### src/rtl/sed_pkg.sv
// shared types and constants for the string escape decoder
// no dependencies; used by every module of the block

package sed_pkg;

   localparam logic [7:0] CHAR_BACKSLASH = 8'h5C;
   localparam logic [7:0] CHAR_N         = 8'h6E;
   localparam logic [7:0] CHAR_Z         = 8'h7A;
   localparam logic [7:0] CHAR_DOLLAR    = 8'h24;
   localparam logic [7:0] CHAR_ZERO      = 8'h30;
   localparam logic [7:0] CHAR_NINE      = 8'h39;
   localparam logic [7:0] CHAR_NEWLINE   = 8'd10;
   localparam logic [7:0] CTRL_LIMIT     = 8'd32;
   localparam logic [7:0] SEP_RESET      = 8'd34;

   // one queue entry: the one or two results caused by one input byte
   typedef struct packed {
      logic       second_vld;
      logic [7:0] byte0;
      logic       end0;
      logic [7:0] byte1;
      logic       end1;
   } sed_entry_type;

   // hex digit check: {valid, value}
   function automatic logic [4:0] hex_digit(input logic [7:0] b);
      logic [4:0] res;
      res = 5'd0;
      if (b >= 8'h30 && b <= 8'h39) begin
         res = {1'b1, b[3:0]};
      end else if ((b >= 8'h61 && b <= 8'h66) || (b >= 8'h41 && b <= 8'h46)) begin
         res = {1'b1, b[3:0] + 4'd9};
      end
      return res;
   endfunction

endpackage

### src/rtl/sed_front.sv
// front end: separator register, escape state machine, builds queue entries
// depends on sed_pkg

module sed_front import sed_pkg::*; (
   input  logic          clock,
   input  logic          reset,
   input  logic          csr_valid,
   input  logic [7:0]    csr_wdata,
   input  logic          req_tvalid,
   output logic          req_tready,
   input  logic [7:0]    req_tdata,   // [7:0] in_byte
   input  logic          q_full,
   output logic          q_push,
   output sed_entry_type q_data
);

   typedef enum logic [2:0] {
      MODE_PLAIN = 3'd0,
      MODE_ESC   = 3'd1,
      MODE_SKIP  = 3'd2,
      MODE_HEX   = 3'd3,
      MODE_DEC   = 3'd4
   } mode_type;

   mode_type   mode_ff, mode_in;
   logic [9:0] pending_ff, pending_in;
   logic [1:0] count_ff, count_in;
   logic [7:0] sep_ff;

   logic [7:0] b;
   logic       accept;
   logic       has0;
   logic [4:0] hex_chk;
   logic       is_dec;
   logic [9:0] hex_acc, dec_acc;
   logic       pb_esc, pb_end;
   logic [7:0] pb_byte;

   assign b          = req_tdata;
   assign req_tready = !q_full;
   assign accept     = req_tvalid && req_tready;
   assign q_push     = accept && has0;

   assign hex_chk = hex_digit(b);
   assign is_dec  = (b >= CHAR_ZERO) && (b <= CHAR_NINE);
   assign hex_acc = {pending_ff[5:0], 4'b0000} + {6'd0, hex_chk[3:0]};
   assign dec_acc = (pending_ff << 3) + (pending_ff << 1) + {6'd0, b[3:0]};

   // byte handled as plain text
   assign pb_esc  = (b == CHAR_BACKSLASH);
   assign pb_end  = (b == sep_ff);
   assign pb_byte = pb_end ? 8'd0 : b;

   always_comb begin
      mode_in    = mode_ff;
      pending_in = pending_ff;
      count_in   = count_ff;
      has0       = 1'b0;
      q_data     = '0;
      case (mode_ff)
         MODE_ESC: begin
            mode_in    = MODE_PLAIN;
            pending_in = 10'd0;
            count_in   = 2'd0;
            if (b < CTRL_LIMIT) begin
               mode_in = MODE_SKIP;
            end else if (b == CHAR_N) begin
               has0         = 1'b1;
               q_data.byte0 = CHAR_NEWLINE;
            end else if (b == CHAR_Z) begin
               has0 = 1'b1;
            end else if (b == CHAR_DOLLAR) begin
               mode_in = MODE_HEX;
            end else if (is_dec) begin
               mode_in    = MODE_DEC;
               pending_in = {6'd0, b[3:0]};
               count_in   = 2'd1;
            end else begin
               has0         = 1'b1;
               q_data.byte0 = b;
            end
         end
         MODE_SKIP: begin
            if (b >= CTRL_LIMIT) begin
               pending_in   = 10'd0;
               count_in     = 2'd0;
               mode_in      = pb_esc ? MODE_ESC : MODE_PLAIN;
               has0         = !pb_esc;
               q_data.byte0 = pb_byte;
               q_data.end0  = pb_end;
            end
         end
         MODE_HEX: begin
            if (hex_chk[4]) begin
               if (count_ff >= 2'd1) begin
                  has0         = 1'b1;
                  q_data.byte0 = hex_acc[7:0];
                  mode_in      = MODE_PLAIN;
                  pending_in   = 10'd0;
                  count_in     = 2'd0;
               end else begin
                  pending_in = hex_acc;
                  count_in   = 2'd1;
               end
            end else begin
               // number first, then the byte as plain text
               has0              = 1'b1;
               q_data.byte0      = pending_ff[7:0];
               q_data.second_vld = !pb_esc;
               q_data.byte1      = pb_byte;
               q_data.end1       = pb_end;
               mode_in           = pb_esc ? MODE_ESC : MODE_PLAIN;
               pending_in        = 10'd0;
               count_in          = 2'd0;
            end
         end
         MODE_DEC: begin
            if (is_dec) begin
               if (count_ff >= 2'd2) begin
                  has0         = 1'b1;
                  q_data.byte0 = dec_acc[7:0];
                  mode_in      = MODE_PLAIN;
                  pending_in   = 10'd0;
                  count_in     = 2'd0;
               end else begin
                  pending_in = dec_acc;
                  count_in   = 2'd2;
               end
            end else begin
               has0              = 1'b1;
               q_data.byte0      = pending_ff[7:0];
               q_data.second_vld = !pb_esc;
               q_data.byte1      = pb_byte;
               q_data.end1       = pb_end;
               mode_in           = pb_esc ? MODE_ESC : MODE_PLAIN;
               pending_in        = 10'd0;
               count_in          = 2'd0;
            end
         end
         default: begin
            pending_in   = 10'd0;
            count_in     = 2'd0;
            mode_in      = pb_esc ? MODE_ESC : MODE_PLAIN;
            has0         = !pb_esc;
            q_data.byte0 = pb_byte;
            q_data.end0  = pb_end;
         end
      endcase
   end

   always_ff @(posedge clock) begin
      if (reset) begin
         mode_ff    <= MODE_PLAIN;
         pending_ff <= 10'd0;
         count_ff   <= 2'd0;
         sep_ff     <= SEP_RESET;
      end else begin
         if (accept) begin
            mode_ff    <= mode_in;
            pending_ff <= pending_in;
            count_ff   <= count_in;
         end
         if (csr_valid) begin
            sep_ff <= csr_wdata;
         end
      end
   end

endmodule

### src/rtl/sed_queue.sv
// short entry queue between the front end and the output stage
// depends on sed_pkg

module sed_queue import sed_pkg::*; #(
   parameter int DEPTH = 4
) (
   input  logic          clock,
   input  logic          reset,
   input  logic          push,
   input  sed_entry_type push_data,
   output logic          full,
   input  logic          pop,
   output logic          head_vld,
   output sed_entry_type head_data
);

   localparam int AW = (DEPTH > 1) ? $clog2(DEPTH) : 1;
   localparam int CW = $clog2(DEPTH + 1);
   localparam logic [AW-1:0] LAST_IDX = AW'(DEPTH - 1);
   localparam logic [CW-1:0] FULL_CNT = CW'(DEPTH);

   sed_entry_type    mem [DEPTH];
   logic [AW-1:0]    wr_ff, wr_in, rd_ff, rd_in;
   logic [CW-1:0]    cnt_ff, cnt_in;
   logic             do_push, do_pop;

   assign full      = (cnt_ff == FULL_CNT);
   assign head_vld  = (cnt_ff != '0);
   assign head_data = mem[rd_ff];
   assign do_push   = push && !full;
   assign do_pop    = pop && head_vld;

   always_comb begin
      wr_in  = wr_ff;
      rd_in  = rd_ff;
      cnt_in = cnt_ff;
      if (do_push) begin
         wr_in = (wr_ff == LAST_IDX) ? '0 : wr_ff + AW'(1);
      end
      if (do_pop) begin
         rd_in = (rd_ff == LAST_IDX) ? '0 : rd_ff + AW'(1);
      end
      if (do_push && !do_pop) begin
         cnt_in = cnt_ff + CW'(1);
      end else if (do_pop && !do_push) begin
         cnt_in = cnt_ff - CW'(1);
      end
   end

   always_ff @(posedge clock) begin
      if (reset) begin
         wr_ff  <= '0;
         rd_ff  <= '0;
         cnt_ff <= '0;
      end else begin
         wr_ff  <= wr_in;
         rd_ff  <= rd_in;
         cnt_ff <= cnt_in;
      end
   end

   always_ff @(posedge clock) begin
      if (do_push) begin
         mem[wr_ff] <= push_data;
      end
   end

endmodule

### src/rtl/sed_back.sv
// output stage: splits queue entries into single results, holds the output register
// depends on sed_pkg

module sed_back import sed_pkg::*; (
   input  logic          clock,
   input  logic          reset,
   input  logic          head_vld,
   input  sed_entry_type head_data,
   output logic          pop,
   output logic          rsp_tvalid,
   input  logic          rsp_tready,
   output logic [7:0]    rsp_tdata,   // [7:0] out_byte
   output logic          rsp_tuser,   // [0] string_end
   output logic          rsp_tlast    // last_of_run
);

   logic       out_vld_ff;
   logic [7:0] out_byte_ff;
   logic       out_end_ff;
   logic       out_last_ff;
   logic       sec_vld_ff;
   logic [7:0] sec_byte_ff;
   logic       sec_end_ff;
   logic       load;

   assign load = !out_vld_ff || rsp_tready;
   assign pop  = load && !sec_vld_ff && head_vld;

   assign rsp_tvalid = out_vld_ff;
   assign rsp_tdata  = out_byte_ff;
   assign rsp_tuser  = out_end_ff;
   assign rsp_tlast  = out_last_ff;

   always_ff @(posedge clock) begin
      if (reset) begin
         out_vld_ff <= 1'b0;
         sec_vld_ff <= 1'b0;
      end else if (load) begin
         if (sec_vld_ff) begin
            out_vld_ff <= 1'b1;
            sec_vld_ff <= 1'b0;
         end else begin
            out_vld_ff <= head_vld;
            sec_vld_ff <= head_vld && head_data.second_vld;
         end
      end
   end

   always_ff @(posedge clock) begin
      if (load) begin
         if (sec_vld_ff) begin
            out_byte_ff <= sec_byte_ff;
            out_end_ff  <= sec_end_ff;
            out_last_ff <= 1'b1;
         end else begin
            out_byte_ff <= head_data.byte0;
            out_end_ff  <= head_data.end0;
            out_last_ff <= !head_data.second_vld;
            sec_byte_ff <= head_data.byte1;
            sec_end_ff  <= head_data.end1;
         end
      end
   end

`ifndef SYNTH
   // a held second result only exists behind the first one on the output
   a_sec_behind_out: assert property (@(posedge clock) disable iff (reset)
      sec_vld_ff |-> out_vld_ff)
      else $error("second result pending with empty output register");

   // the first of a pair is never flagged last
   a_pair_not_last: assert property (@(posedge clock) disable iff (reset)
      sec_vld_ff |-> !rsp_tlast)
      else $error("first of two results marked last");

   // an end marker carries a zero byte
   a_end_zero: assert property (@(posedge clock) disable iff (reset)
      (rsp_tvalid && rsp_tuser) |-> (rsp_tdata == 8'd0))
      else $error("end marker with nonzero byte");

   // no queue pop while the second half of an entry is outstanding
   a_no_pop_sec: assert property (@(posedge clock) disable iff (reset)
      sec_vld_ff |-> !pop)
      else $error("queue popped while second result pending");
`endif

endmodule

### src/rtl/string_escape_decoder.sv
// string literal body decoder, top level
// depends on sed_pkg, sed_front, sed_queue, sed_back
//
// usage:
//   req_*  : raw body bytes, one per transaction, req_tdata[7:0] = in_byte
//   rsp_*  : decoded results, rsp_tdata[7:0] = out_byte, rsp_tuser = string_end,
//            rsp_tlast = last result caused by one input byte
//   csr_*  : write of the separator byte; always ready, write only while idle
// an input byte gives zero, one or two results. a byte is accepted every cycle
// while the entry queue has room; the first result of a byte passes the queue and
// then the output register before it shows on rsp. a byte giving two results holds
// the output register for both in turn, so sustained output is one result per cycle
// while rsp_tready is high; the queue (QUEUE_DEPTH entries) absorbs the extra.
// when rsp_tready is low the output register holds its result, the queue fills
// and req_tready drops once it is full.
// reset empties the queue and output, returns to plain mode and sets the
// separator to the double quote.

module string_escape_decoder import sed_pkg::*; #(
   parameter int QUEUE_DEPTH = 4
) (
   input  logic       clock,
   input  logic       reset,
   input  logic       csr_valid,
   output logic       csr_ready,
   input  logic [7:0] csr_wdata,
   input  logic       req_tvalid,
   output logic       req_tready,
   input  logic [7:0] req_tdata,   // [7:0] in_byte
   output logic       rsp_tvalid,
   input  logic       rsp_tready,
   output logic [7:0] rsp_tdata,   // [7:0] out_byte
   output logic       rsp_tuser,   // [0] string_end
   output logic       rsp_tlast    // last_of_run
);

   sed_entry_type push_data, head_data;
   logic          push, full, pop, head_vld;

   assign csr_ready = 1'b1;

   sed_front u_front (
      .clock      (clock),
      .reset      (reset),
      .csr_valid  (csr_valid),
      .csr_wdata  (csr_wdata),
      .req_tvalid (req_tvalid),
      .req_tready (req_tready),
      .req_tdata  (req_tdata),
      .q_full     (full),
      .q_push     (push),
      .q_data     (push_data)
   );

   sed_queue #(.DEPTH(QUEUE_DEPTH)) u_queue (
      .clock     (clock),
      .reset     (reset),
      .push      (push),
      .push_data (push_data),
      .full      (full),
      .pop       (pop),
      .head_vld  (head_vld),
      .head_data (head_data)
   );

   sed_back u_back (
      .clock      (clock),
      .reset      (reset),
      .head_vld   (head_vld),
      .head_data  (head_data),
      .pop        (pop),
      .rsp_tvalid (rsp_tvalid),
      .rsp_tready (rsp_tready),
      .rsp_tdata  (rsp_tdata),
      .rsp_tuser  (rsp_tuser),
      .rsp_tlast  (rsp_tlast)
   );

endmodule

### config.mk
export PLATFORM = sky130hd
export DESIGN_NAME = string_escape_decoder
export DESIGN_NICKNAME = d
export VERILOG_FILES = /design/src/rtl/sed_pkg.sv /design/src/rtl/sed_front.sv /design/src/rtl/sed_queue.sv /design/src/rtl/sed_back.sv /design/src/rtl/string_escape_decoder.sv
export SDC_FILE = /design/constraint.sdc
export NUM_CORES = 1
export LEC_CHECK = 0
export ABC_AREA = 1
export BUFFER_PORTS_ARGS = -buffer_cell sky130_fd_sc_hd__buf_2
export CAP_MARGIN = 10
export CORE_ASPECT_RATIO = 0.8
export CORE_MARGIN = 2
export CORE_UTILIZATION = 60
export CTS_CLUSTER_DIAMETER = 200
export DETAILED_ROUTE_END_ITERATION = 12
export GPL_TIMING_DRIVEN = 0
export PLACE_DENSITY = 0.88
export SLEW_MARGIN = 25
export SYNTH_ARGS = -nofsm -noshare
export SYNTH_HDL_FRONTEND = slang
export SYNTH_SLANG_ARGS = --single-unit
### constraint.sdc
create_clock -name clock -period 4.29 [get_ports clock]
set_input_delay 0.858 -clock clock [delete_from_list [all_inputs] [get_ports clock]]
set_output_delay 0.858 -clock clock [all_outputs]
set_load 0.01 [all_outputs]
# ---- Yosys cells after proc, flatten, opt, wreduce, memory -nomap -nowiden
# Memories as Yosys holds them, arrays and structs flattened. A register that Yosys moved wholly into a read port is not among the register bits.
# Cells that the tools add are included.
dict set report word_totals {
  reg_bits 49
  latchBits 0
  ram_bits 76
  mem_bits_ro 0
  in_bits 21
  output_inout_bits 13
  elab_cells 154
  memories 1
}
# memory depth width rd rd_ports_with_merged_regs wr line_no
set mem_list {}
lappend mem_list {u_queue.mem 4 19 1 1 1 sed_queue.sv:22} ;# sed_entry_type mem [DEPTH];
dict set report classes {
  addsub 8
  n_mul 0
  n_div 0
  n_lt_le_gt_ge 10
  n_eq_ne 15
  n_shift 0
  n_mux 78
  n_bitwise 1
  reduce_logical 27
}
# operator count
set op_table {}
lappend op_table {{2-to-1 mux 8 bit} 18}
lappend op_table {{one-hot mux 8 bit (4 select lines)} 2}
lappend op_table {{2-to-1 mux 3 bit} 12}
lappend op_table {{2-to-1 mux 9 bit} 3}
lappend op_table {{equality test 8 x 7 -> 1 bit (second input constant)} 3}
lappend op_table {{2-to-1 mux 2 bit} 11}
lappend op_table {{2-to-1 mux 1 bit} 21}
lappend op_table {{one-hot mux 9 bit (2 select lines)} 1}
lappend op_table {{adder 8 x 4 -> 8 bit} 2}
lappend op_table {{greater-or-equal comparator 8 x 6 -> 1 bit (second input constant)} 2}
lappend op_table {{greater-or-equal comparator 8 x 7 -> 1 bit (second input constant)} 2}
lappend op_table {{less-or-equal comparator 8 x 7 -> 1 bit (second input constant)} 2}
lappend op_table {{logical AND 1 bit} 12}
lappend op_table {{2-to-1 mux 4 bit} 3}
lappend op_table {{one-hot mux 3 bit (4 select lines)} 1}
lappend op_table {{2-to-1 mux 5 bit} 2}
lappend op_table {{adder 8 bit} 1}
lappend op_table {{equality test 8 x 6 -> 1 bit (second input constant)} 1}
lappend op_table {{equality test 8 bit} 1}
lappend op_table {{less-or-equal comparator 8 x 6 -> 1 bit (second input constant)} 1}
lappend op_table {{< comparator 8 x 6 -> 1 bit (second input constant)} 1}
lappend op_table {{one-hot mux 2 bit (4 select lines)} 1}
lappend op_table {{logical NOT 1 bit} 7}
lappend op_table {{equality test 3 x 2 -> 1 bit (second input constant)} 2}
lappend op_table {{20 further kinds} 27}

# ---- Logic depth before layout (Yosys ltp)
dict set report logic_depth {
  depth_word 14
  ltp_mapped 19
}

# ---- Hierarchy
# Synthesis repeated with hierarchy kept, for this count alone.
dict set report unflattened {
  cells_unflattened 700
  hier_area_um2 6575.1
}
# mod instances cells_each area_each_um2 seq_area_each_um2
set by_module_without_submodules {}
lappend by_module_without_submodules {sed_queue 1 254 3359.5 2462.4}
lappend by_module_without_submodules {sed_front 1 377 2397.3 420.4}
lappend by_module_without_submodules {sed_back 1 67 807.0 610.6}
lappend by_module_without_submodules {string_escape_decoder 1 2 11.3 0.0}

# ---- Worst setup path before layout
# Ideal clock, no wire load.
dict set report synth_timing {
  path_type {input -> register}
  start {input req_tdata[0]}
  end {memory u_queue.mem[0][0] in the netlist's numbering (enable)}
  setup_ns 0.395
  t_arrival_ns 2.897
  required_ns 3.895
  slack_ns 0.999
  cell_stages 12
  path_buffers 1
  path_cell_list {buf_2 inv_1 ha_1 inv_1 nand3_1 nand3_4 nand2_4 nand2_2 nand2_2 nand3_4 nand2_2 nor2_1}
}
dict set report synth_via {
  elab_chain_cells 12
  elab_cells_between_ends 32
  classes_between {8 x order compare; 4 x eq/ne; 13 x mux; 7 x reduce/logical}
}
# element line_no
set synth_rtl {}
lappend synth_rtl {{start: declaration} string_escape_decoder.sv:29} ;# input logic [7:0] req_tdata,
lappend synth_rtl {{greater-or-equal comparator 8 x 6 -> 1 bit or less-or-equal comparator 8 x 6 -> 1 bit (tied branches)} {sed_pkg.sv:29, sed_front.sv:45}}
lappend synth_rtl {{logical AND 1 bit} {sed_pkg.sv:29, sed_front.sv:45}}
lappend synth_rtl {{2-to-1 mux 1 bit} sed_front.sv:74} ;# end else if (is_dec) begin
lappend synth_rtl {{2-to-1 mux 1 bit} sed_front.sv:72} ;# end else if (b == CHAR_DOLLAR) begin
lappend synth_rtl {{2-to-1 mux 1 bit} sed_front.sv:70} ;# end else if (b == CHAR_Z) begin
lappend synth_rtl {{2-to-1 mux 1 bit} sed_front.sv:67} ;# end else if (b == CHAR_N) begin
lappend synth_rtl {{2-to-1 mux 1 bit} sed_front.sv:65} ;# if (b < CTRL_LIMIT) begin
lappend synth_rtl {{one-hot mux 1 bit (4 select lines) (*)} sed_front.sv:60} ;# case (mode_ff)
lappend synth_rtl {{logical AND 1 bit (*)} sed_front.sv:42} ;# assign q_push = accept && has0;
lappend synth_rtl {{logical AND 1 bit (*)} sed_queue.sv:30} ;# assign do_push = push && !full;
lappend synth_rtl {{2-to-1 mux 1 bit (*)} sed_queue.sv:63} ;# if (do_push) begin
lappend synth_rtl {{2-to-1 mux 1 bit (implied by the code) (*)} sed_queue.sv:64} ;# mem[wr_ff] <= push_data;
lappend synth_rtl {{end: declaration} sed_queue.sv:22}
# Mark *: on every way between the ends. The rest lies on a longest branch, timed or not.

# ---- Final worst setup path
dict set report layout_timing {
  start {input req_tdata[0]}
  end {register u_queue.cnt_ff[2]}
}
dict set report layout_via {
  elab_chain_cells 13
  elab_cells_between_ends 35
  classes_between {8 x order compare; 4 x eq/ne; 12 x mux; 11 x reduce/logical}
}
# element line_no
set layout_rtl {}
lappend layout_rtl {{greater-or-equal comparator 8 x 6 -> 1 bit or less-or-equal comparator 8 x 6 -> 1 bit (tied branches)} {sed_pkg.sv:29, sed_front.sv:45}}
lappend layout_rtl {{logical AND 1 bit} {sed_pkg.sv:29, sed_front.sv:45}}
lappend layout_rtl {{2-to-1 mux 1 bit} sed_front.sv:74}
lappend layout_rtl {{2-to-1 mux 1 bit} sed_front.sv:72}
lappend layout_rtl {{2-to-1 mux 1 bit} sed_front.sv:70}
lappend layout_rtl {{2-to-1 mux 1 bit} sed_front.sv:67}
lappend layout_rtl {{2-to-1 mux 1 bit} sed_front.sv:65}
lappend layout_rtl {{one-hot mux 1 bit (4 select lines) (*)} sed_front.sv:60}
lappend layout_rtl {{logical AND 1 bit (*)} sed_front.sv:42}
lappend layout_rtl {{logical AND 1 bit (*)} sed_queue.sv:30}
lappend layout_rtl {{named net u_queue.do_push} sed_queue.sv:25} ;# logic do_push, do_pop;
lappend layout_rtl {{logical NOT 1 bit} sed_queue.sv:45} ;# end else if (do_pop && !do_push) begin
lappend layout_rtl {{logical AND 1 bit} sed_queue.sv:45}
lappend layout_rtl {{nonzero test 2 bit (no source line)} --}
lappend layout_rtl {{end signal: assignment} sed_queue.sv:58} ;# cnt_ff <= cnt_in;
lappend layout_rtl {{end: declaration} sed_queue.sv:24} ;# logic [CW-1:0] cnt_ff, cnt_in;
# Mark *: on every way through the listed nets, which the timed path passes. The rest lies on a longest branch.
# A chain may end at the register's enable or synchronous reset.

==> impl_results.md <==
* I/O Buffers at 30
* FP Rows at 33
* Async SR Flop Fraction at 0
* Startpoint Class: input pin
* Critical Path AT at 4.04 ns
* Crit. End Element: flip-flop
* Register area share after synthesis at 0.541
* Max_slew headroom at 0.382
* Area growth from synthesis to layout at 14.8%
* Leading area contributor after synthesis: edfxtp_1
* Setup TNS at 0 ns
* Antenna Nets Post-Route at 0
* Most common cell in the netlist: nand2_1
* Hold Buf Count CTS at 0
* Ant. Diodes at 0
* Worst vdd ir at 0.315 mV
* Crit Path Max Fanout at 9
* Final WL at between 15000 and 20000 um
* Hold Crit Depth at 2
* Hold Path Class: flip-flop to flip-flop
* Setup Buffers After CTS at 0
* Crit Path Category: input pin to flip-flop
* First-pass GRT wire length at 27700 um
* Commonest cells in the synthesized netlist: 115 x nand2_1, 113 x nor2_1, 95 x edfxtp_1
* Tcrit/Tclk final at 0.877
* Num ports at 34
* Setup slack, reg-to-reg at 1.21 ns
* Clk pin slew, worst setup/hold paths at 0.05 ns
* Pleak at 3.02 nW
* WHS Endpoint: u_front.sep_ff[5]
* Drc violations at 0
* Worst EP required at 4.57 ns
* Reg2Reg Capture Point: u_queue.cnt_ff[2]
* Largest cells by area after synthesis: edfxtp_1 44%, dfxtp_1 9.9%, nand2_1 6.7%, nor2_1 6.6%, o21ai_0 4.5%
* Core area at 0.0104 sq mm
* Synth Cell Area at around 0.0065 sq mm
* Clock sinks at 127
* Starting DRC count in detailed routing at 570
* Worst clock skew at 0.0106 ns
* CTS max path bufs at 2
* # setup viols final at 0
* Total track usage at 0.313
* Synthesized flop and latch total at 127
* # nets final at 796
* Post-synth EDFFs at 95
* Initial Utilization at 0.624
* Hpwl dp at 11400 um
* CTS tree: built
* GRT overflow at 0
* DR vias/cell at around 5.9
* Cell count after synthesis at 700
* TritonRoute pass-1 iters at 5
* Resized Gates After CTS at 0
* Max Freq at 0.266 GHz
* Overall power at 4.27 mW
* Ys flop type: edfxtp_1
* Antenna violations before repair at 0
* Chip width at between 100 and 150 um
* Number of synthesis warnings at 0
* Worst-margin pin slew at 0.923 ns
* Die height at 96.8 um
* Worst-Skew Late Latency at ~0.42 ns
* Die ar. at 0.0116 sq mm
* CTS HTree Levels at 4
* Pin count of the biggest net entering global routing at 20
* Max_cap viols at 0
* P per Cell Area at approximately 580 mW/mm^2
* Reg2reg path depth at 17
* Reg2reg start: u_front.mode_ff[1]
* Vias in the first global route at 5376
* Tmin final at around 3.8 ns
* Avg Inst Size Synth at between 9 and 10 sq um
* WL/cell at about 19 um
* Share of the synthesized area in the top cell type at 0.441
* Status: finished, final reports clean
* RSZ-0062 raised after global routing: no
* Via Count at around 5300
* Final Max Tran Viols at 0
* CTS Buf Count at 17
* Layout cell share with drive strength beyond 1 at 0.165
* RePlAce Congestion at 0.969
* Number of library cell types mapped by synthesis at 43
* Final Hold Vio Count at 0
* HP Start: u_front.sep_ff[5]
* Syn_nets at roughly 740
* CTS root buf: clkbuf_16
## report_power, final
part           internal [mW]  switching (mW)  total, mW
logic                  0.336           0.797       1.13
registers               1.64          0.0901       1.73
clock network          0.856           0.556       1.41
## placed cells by master (no fill, tap or decap), types with 10 or more instances in the layout
master and instances:
nand3_1 36, dfxtp_1 32, a21oi_1 23, nor3_1 10
buf_2 34, nor2_1 109, nand2_1 115, nand2_2 11
o21ai_0 58, nand4_1 11, clkbuf_16 17, o22ai_1 12
nor2_2 11, edfxtp_1 95, ha_1 20, clkbuf_1 15
inv_1 63
## metrics by stage
step / setup WS [ns] / cell area (sq um) / hold WS [ns] / std cells / util
after floorplan: 0.999 / 6460 / 0.448 / 700 / -
after global placement: 0.0741 / 6790 / 0.462 / 870 / 0.655
after detailed placement: 0.260 / 6850 / 0.478 / 873 / 0.661
after CTS: 0.667 / 7420 / 0.492 / 905 / 0.716
after global routing: 0.302 / 7420 / 0.523 / 905 / 0.716
final: 0.526 / 7420 / 0.489 / 905 / 0.716
## registers in the layout (all words and copies together) (netlist names), 2 cells and up, named ones only
signal,count
u_queue.mem,76
u_back.rsp_tdata,8
u_back.sec_byte_ff,8
u_front.pending_ff,8
u_front.sep_ff,8
u_front.mode_ff,3
u_queue.cnt_ff,3
u_front.count_ff,2
u_queue.rd_ff,2
u_queue.wr_ff,2
## critical path, cell delays in order
cell and delay, ns:
buf_2 0.10, buf_2 0.23, inv_1 0.11, ha_1 0.24
inv_1 0.17, nand3_1 0.16, nand3_4 0.16, nand2_4 0.12
nand2_2 0.08, nand2_2 0.06, nand3_4 0.09, nand2_2 0.12
inv_1 0.13, ha_1 0.15, inv_1 0.09, fa_1 0.47
a21oi_1 0.22, o21ai_0 0.17, o21ai_0 0.24, a21oi_1 0.08
## worst max-delay path by stage
stage | from | endpoint | slack [ns] | depth (start not counted)
after floorplan | req_tdata[0] | u_queue.mem[0][0] | 1.0 | 12
after global placement | req_tdata[1] | u_queue.mem[1][16] | 0.07 | 13
after detailed placement | req_tdata[1] | u_queue.cnt_ff[2] | 0.26 | 20
after CTS | req_tdata[1] | u_queue.cnt_ff[2] | 0.67 | 20
after global routing | req_tdata[1] | u_queue.cnt_ff[2] | 0.30 | 20
final | req_tdata[0] | u_queue.cnt_ff[2] | 0.53 | 20
## layout make-up
type	instances	area, sq um
multi-input combinational	474	2560
timing repair buffer	33	195
clock buffer	19	433
sequential	127	3490
fill	756	2940
inverter	74	278
buffer	25	144
tap	140	175
clock inverter	13	139
## cells by family after synthesis
family / count (synthesis) / share of synthesized area
and+or+nand+nor: 321 / 0.228
DFF: 127 / 0.541
AOI/OAI and AO/OA: 117 / 0.102
buffers and inverters: 99 / 0.0652
adders and majority gates: 23 / 0.0480
xor gates and xnor gates: 12 / 0.0163
other: 1 / 0.000580
## layer usage
layer  track usage  part of all wire  vias to the layer above  wire length, um
li1              -                 -                     2473                -
met1         0.391              0.39                     2489             6710
met2         0.515              0.50                      294             8450
met3        0.0820             0.085                       45             1450
met4         0.133             0.023                        0              386
met5             0                 0                        -                0
Note: power is estimated with default switching activity, not from simulation.
